--- src/rtl/core/work_stealing_deque_assert.svh ---
// ----------------------------------------------------------------------------
// work_stealing_deque_assert.svh
// Assertion macros for the work-stealing deque. Define ASSERT_OFF to drop them.
// ----------------------------------------------------------------------------
`ifndef WORK_STEALING_DEQUE_ASSERT_SVH
`define WORK_STEALING_DEQUE_ASSERT_SVH

`ifndef ASSERT_OFF
// property checked at every edge outside reset
`define WSD_ASSERT(lbl, clk, rst_n, prop) \
  lbl: assert property (@(posedge clk) disable iff (!rst_n) (prop)) \
    else $error("wsd assertion failed");
// antecedent now, consequent in the following cycle
`define WSD_ASSERT_NEXT(lbl, clk, rst_n, ante, cons) \
  lbl: assert property (@(posedge clk) disable iff (!rst_n) (ante) |=> (cons)) \
    else $error("wsd assertion failed");
`else
`define WSD_ASSERT(lbl, clk, rst_n, prop)
`define WSD_ASSERT_NEXT(lbl, clk, rst_n, ante, cons)
`endif

`endif

--- src/rtl/core/wsd_pkg.sv ---
// ----------------------------------------------------------------------------
// wsd_pkg
// Shared types and constants of the work-stealing deque.
// ----------------------------------------------------------------------------
package wsd_pkg;

  localparam int unsigned RING_DEPTH_DEF = 256;
  localparam int unsigned HANDLE_W       = 32;
  localparam int unsigned OCC_W          = 8;

  typedef enum logic [1:0] {
    CMD_PUSH  = 2'd0,
    CMD_POP   = 2'd1,
    CMD_STEAL = 2'd2
  } wsd_cmd_e;

  typedef struct packed {
    wsd_cmd_e              command;
    logic [HANDLE_W-1:0]   task_handle;
  } wsd_req_t;

  typedef struct packed {
    logic [HANDLE_W-1:0]   task_out;
    logic                  task_taken;
    logic                  push_rejected;
    logic                  now_empty;
    logic [OCC_W-1:0]      occupancy;
  } wsd_rsp_t;

  // result status known at accept time; handle arrives from the ring memory
  typedef struct packed {
    logic                  task_taken;
    logic                  push_rejected;
    logic                  now_empty;
    logic [OCC_W-1:0]      occupancy;
  } wsd_stat_t;

endpackage

--- src/rtl/core/wsd_ctrl.sv ---
// ----------------------------------------------------------------------------
// wsd_ctrl
// Head/tail pointers and fill count; issues ring accesses and result status.
// ----------------------------------------------------------------------------
module wsd_ctrl #(
  parameter int unsigned RING_DEPTH = wsd_pkg::RING_DEPTH_DEF,
  parameter int unsigned IDX_W      = (RING_DEPTH > 1) ? $clog2(RING_DEPTH) : 1
) (
  input  logic                          clk_i,
  input  logic                          rst_ni,
  input  logic                          accept_i,
  input  wsd_pkg::wsd_req_t             req_i,
  output logic                          wr_en_o,
  output logic [IDX_W-1:0]              wr_addr_o,
  output logic [wsd_pkg::HANDLE_W-1:0]  wr_data_o,
  output logic                          rd_en_o,
  output logic [IDX_W-1:0]              rd_addr_o,
  output logic                          valid_o,
  output wsd_pkg::wsd_stat_t            stat_o,
  output logic [IDX_W-1:0]              head_o,
  output logic [IDX_W-1:0]              tail_o,
  output logic [IDX_W-1:0]              count_o
);
  import wsd_pkg::*;

  localparam logic [IDX_W-1:0] LastIdx = IDX_W'(RING_DEPTH - 1);

  logic [IDX_W-1:0] head_q, head_d;
  logic [IDX_W-1:0] tail_q, tail_d;
  logic [IDX_W-1:0] count_q, count_d;
  logic             valid_q;
  wsd_stat_t        stat_q, stat_d;

  logic [IDX_W-1:0]       tail_next, tail_prev, head_next;
  logic [IDX_W+OCC_W-1:0] occ_ext;

  assign tail_next = (tail_q == LastIdx) ? '0 : tail_q + 1'b1;
  assign tail_prev = (tail_q == '0) ? LastIdx : tail_q - 1'b1;
  assign head_next = (head_q == LastIdx) ? '0 : head_q + 1'b1;

  always_comb begin
    head_d    = head_q;
    tail_d    = tail_q;
    count_d   = count_q;
    wr_en_o   = 1'b0;
    wr_addr_o = tail_q;
    wr_data_o = req_i.task_handle;
    rd_en_o   = 1'b0;
    rd_addr_o = head_q;
    stat_d    = '0;
    if (accept_i) begin
      unique case (req_i.command)
        CMD_PUSH: begin
          if (count_q == LastIdx) begin
            stat_d.push_rejected = 1'b1;
          end else begin
            wr_en_o = 1'b1;
            tail_d  = tail_next;
            count_d = count_q + 1'b1;
          end
        end
        CMD_POP: begin
          if (count_q != '0) begin
            rd_en_o           = 1'b1;
            rd_addr_o         = tail_prev;
            tail_d            = tail_prev;
            count_d           = count_q - 1'b1;
            stat_d.task_taken = 1'b1;
          end
        end
        CMD_STEAL: begin
          if (count_q != '0) begin
            rd_en_o           = 1'b1;
            head_d            = head_next;
            count_d           = count_q - 1'b1;
            stat_d.task_taken = 1'b1;
          end
        end
        default: begin
          // unused code: no operation, status only
        end
      endcase
    end
    occ_ext          = {{OCC_W{1'b0}}, count_d};
    stat_d.now_empty = (count_d == '0);
    stat_d.occupancy = occ_ext[OCC_W-1:0];
  end

  always_ff @(posedge clk_i or negedge rst_ni) begin
    if (!rst_ni) begin
      head_q  <= '0;
      tail_q  <= '0;
      count_q <= '0;
      valid_q <= 1'b0;
    end else begin
      head_q  <= head_d;
      tail_q  <= tail_d;
      count_q <= count_d;
      valid_q <= accept_i;
    end
  end

  always_ff @(posedge clk_i) begin
    if (accept_i) begin
      stat_q <= stat_d;
    end
  end

  assign valid_o = valid_q;
  assign stat_o  = stat_q;
  assign head_o  = head_q;
  assign tail_o  = tail_q;
  assign count_o = count_q;

endmodule
--- config.mk ---
export PLATFORM = sky130hd
export DESIGN_NAME = wsd_ctrl
export DESIGN_NICKNAME = d
export VERILOG_FILES = /design/src/rtl/core/work_stealing_deque_assert.svh /design/src/rtl/core/wsd_pkg.sv /design/src/rtl/core/wsd_ctrl.sv
export SDC_FILE = /design/constraint.sdc
export NUM_CORES = 1
export LEC_CHECK = 0
export ABC_AREA = 1
export BUFFER_PORTS_ARGS = -buffer_cell sky130_fd_sc_hd__clkbuf_2
export CAP_MARGIN = 30
export CORE_UTILIZATION = 30
export DETAILED_ROUTE_END_ITERATION = 16
export GPL_TIMING_DRIVEN = 0
export HOLD_SLACK_MARGIN = 0.12
export PLACE_DENSITY = 0.63
export SLEW_MARGIN = 40
export SYNTH_ARGS = -nofsm -noshare
export SYNTH_HDL_FRONTEND = slang
export SYNTH_SLANG_ARGS = --single-unit
--- constraint.sdc ---
create_clock -name clk_i -period 1.8 [get_ports clk_i]
set_clock_uncertainty 0.1 [all_clocks]
set_input_delay 0.27 -clock clk_i [delete_from_list [all_inputs] [get_ports clk_i]]
set_output_delay 0.27 -clock clk_i [all_outputs]
set_load 0.01 [all_outputs]
==> results.md <==
* Status: finished, violations left
* Failing checks: DRC, setup timing
* Fmax at 0.470 GHz
* Reg2Reg Depth at 13
* Post-synth EDFFs at 11
* Required @ worst endpoint at 1.43 ns
* Syn nets at 438
* Clock power share at 0.114
* Largest net degree at the start of global routing at 26
* Clock Latency Late Sink at 0.29 ns
* Worst reg2reg startpoint: count_o[0]$_DFF_PN0_
* CP Capture Point: wr_en_o
* Filler cells at 886
* WL final at 8.54 mm
* GRT overflow at 0
* Gr usage total at 0.169
* Flop pwr share at 0.278
* Port bufs at 90
* VDD IR-drop max at 0.359 mV
* Num CTS Buffers at 5
* Cell type with the largest total area after synthesis: dfrtp_1
* Comb pwr share at 0.608
* CTS sink cnt at 36
* Max-Cap Viols at 0
* Vias in the first global route at 2764
* Ys Warns at 0
* Worst min-delay path class: input pin to flop
* CTS Root Cell: clkbuf_8
* Initial antenna violation count at 0
* CP Max Fanout at 4
* DR iter-0 viols at 226
* Sequential cell area at 968 µm²
* RR Endpoint: stat_o[8]$_DFFE_PP_
* Core area at 0.00885 mm²
* Final setup margin at -0.327 ns
* Switching Fraction at 0.462
* Fin cells at 649
* Largest cells by area after synthesis: dfrtp_1 (23%), nand2_1 (14%), edfxtp_1 (12%)
* Antenna viol nets, final at 0
* Setup CP Type: flop to primary output
* Via Count at 3076
* Worst EP arrival at 1.76 ns
* Post-DP HPWL at 5.52 mm
* Startpoint class of the critical path: flop
* R2R Setup Slk at -0.27 ns
* Slew @ Worst Pin at 0.696 ns
* Count of distinct cell types in the synthesized netlist at 31
* Placed cell count at 589
* Die Ht at 98.2 µm
* Async S/R FF share, synth at 0.694
* Post-synthesis sequential area ratio at 0.344
* Die area at 0.00964 mm²
* Hold Vio Cnt, Final at 0
* Initial Util at 0.314
* Internal Power at 2680 µW
* PwrDens at 1160 mW/mm²
* Vias per cell at 4.74
* Leakage power at 0.00221 µW
* Clock transition at path regs at 0.07 ns
* Detailed-router iteration count before antenna repair at 12
* # setup viols final at 27
* Syn avg cell area at 7.10 µm²
* ANT cells at 0
* Pins Over Slew Limit at 0
* Sw power at 2300 µW
* Top Ports at 123
* Routed wire per std cell at 13.2 µm
* Post-synthesis sequential element count at 36
* Synth-to-layout area growth at 54.3%
* Min Tclk post-route at 2.13 ns
* TritonCTS clock tree: done
* Synth Flop Type: dfrtp_1
* Slew Limit Headroom at 0.536
* Critical Path Source: count_o[0]$_DFF_PN0_
* Nets@finish at 587
* Layout cells sized above 1 at 0.566
* Post-synth top area share at 0.225
* Multi-input logic area at 0.00163 mm²
* Crit. End Element: primary output
* Placement Rows at 34
* H-tree Lvls at 2
* RSZ-0062 raised after global routing: yes
* Die Wd at 98.2 µm
* Drt drc at 2
* Placer Congestion at 0.860
* First-pass GRT wire length at 13.2 mm
* Cell Area, Synth at 0.00278 mm²
* Clk buf depth at 2
* Final Cycle Share at 1.18
* Synth Instances at 391
* Pwr Total at 4980 µW
==> metal layers <==
metal  GRT usage  vias to the layer above  routed length, µm
met5           0                        -                  0
met4      0.0448                        0                159
met3      0.0365                       16                513
met2       0.286                      116               4240
met1       0.219                     1440               3630
li1            -                     1504                  -
==> stage by stage <==
step	cell area (µm²)	utilization	worst slack [ns]	hold slack, ns	setup TNS (ns)
detailed placement	3410	0.385	-0.421	0.260	-5.34
CTS	3950	0.447	-0.329	0.182	-4.39
floorplan	2820	-	0.0118	-0.126	0
global route	4280	0.484	-0.429	0.196	-7.92
global placement	3410	0.385	-0.412	0.257	-4.95
finish	4280	0.484	-0.327	0.196	-5.26
==> cell usage in the layout, fill, tap and decap left out, drive strengths merged <==
cell         Yosys  routed
ha              10      10
inv             54      54
o31ai            1       1
o21ai           37      37
clkinv           0       3
edfxtp          11      11
clkbuf           1      88
or2              1       1
buf             46     105
xnor2            1       1
nor3             7       7
a31oi            1       1
xor2             5       5
a21oi            8       8
nor2            40      40
o311ai           1       1
nand4            5       5
dlygate4sd3      0       1
nand2          106     106
nand3           30      30
dfrtp           25      25
o21a             1       1
==> worst max-delay path, cell delays in order (launching register included) <==
cell	delay (ns)
dfrtp_2	0.44
buf_4	0.14
buf_4	0.14
ha_4	0.16
nand3_4	0.10
inv_4	0.05
nand2_4	0.10
nand2_4	0.08
nor2_4	0.13
buf_6	0.11
==> timing repair <==
action / CTS / global route
pin swaps: 18 / 26
setup endpoints to repair: 28 / 33
gates cloned: 2 / 0
resized for setup: 78 / 66
hold buffers: 1 / 0
endpoints found under the hold margin: 25 / 0
setup buffers: 32 / 19
==> power by group through the flow <==
| stage | sequential [µW] | clock, µW | combinational, µW |
|---|---|---|---|
| 3_5_place_dp | 1390 | 0 | 2110 |
| 2_1_floorplan | 1420 | 0 | 1360 |
| 5_1_grt | 1430 | 618 | 3330 |
| 4_1_cts | 1370 | 589 | 2640 |
| 3_3_place_gp | 1380 | 0 | 2090 |
| 6_report | 1380 | 567 | 3030 |
==> worst min-delay path by stage <==
stage | from | endpoint | slack [ns] | cells after the start
floorplan | rst_ni | count_o[0]$_DFF_PN0_ | -0.13 | 0
finish | accept_i | valid_o$_DFF_PN0_ | 0.20 | 1
global route | accept_i | valid_o$_DFF_PN0_ | 0.20 | 1
global placement | rst_ni | head_o[2]$_DFFE_PN0P_ | 0.26 | 1
detailed placement | rst_ni | head_o[2]$_DFFE_PN0P_ | 0.26 | 1
CTS | accept_i | valid_o$_DFF_PN0_ | 0.18 | 1
==> sequential cells by signal, summed over array words and instances (netlist names) <==
name / flops
count_o: 8
head_o: 8
stat_o: 11
tail_o: 8
valid_o: 1
==> synthesized netlist by cell type, types with 2 or more instances <==
master    instances
buf_6             2
nor3_1            6
a21oi_1           8
o21ai_2           7
dfrtp_1          25
ha_1             10
edfxtp_1         11
nand4_1           5
nor2_2            2
nand3_1          29
o21ai_0          29
buf_2             3
inv_1            52
xor2_1            5
nand2_1         105
buf_4            40
inv_2             2
nor2_1           37
==> cells by family after synthesis <==
group                    after synthesis  synth area share
AND/OR/NAND/NOR                      189             0.289
flip-flops                            36             0.344
XOR/XNOR                               6            0.0189
adder cells (fa/ha/maj)               10            0.0451
AO/OA/AOI/OAI                         49             0.101
buffers and inverters                101             0.201
==> area by class of cell <==
class                   instances  share of cell area
well taps                     108              0.0316
multi-input cells             254               0.380
clock buffers                   5              0.0161
flip-flops and latches         36               0.226
inverters                      54              0.0491
clock inverters                 3             0.00321
repair buffers                143               0.210
plain buffers                  46              0.0836
No activity file was read; power rests on OpenSTA's default activity.
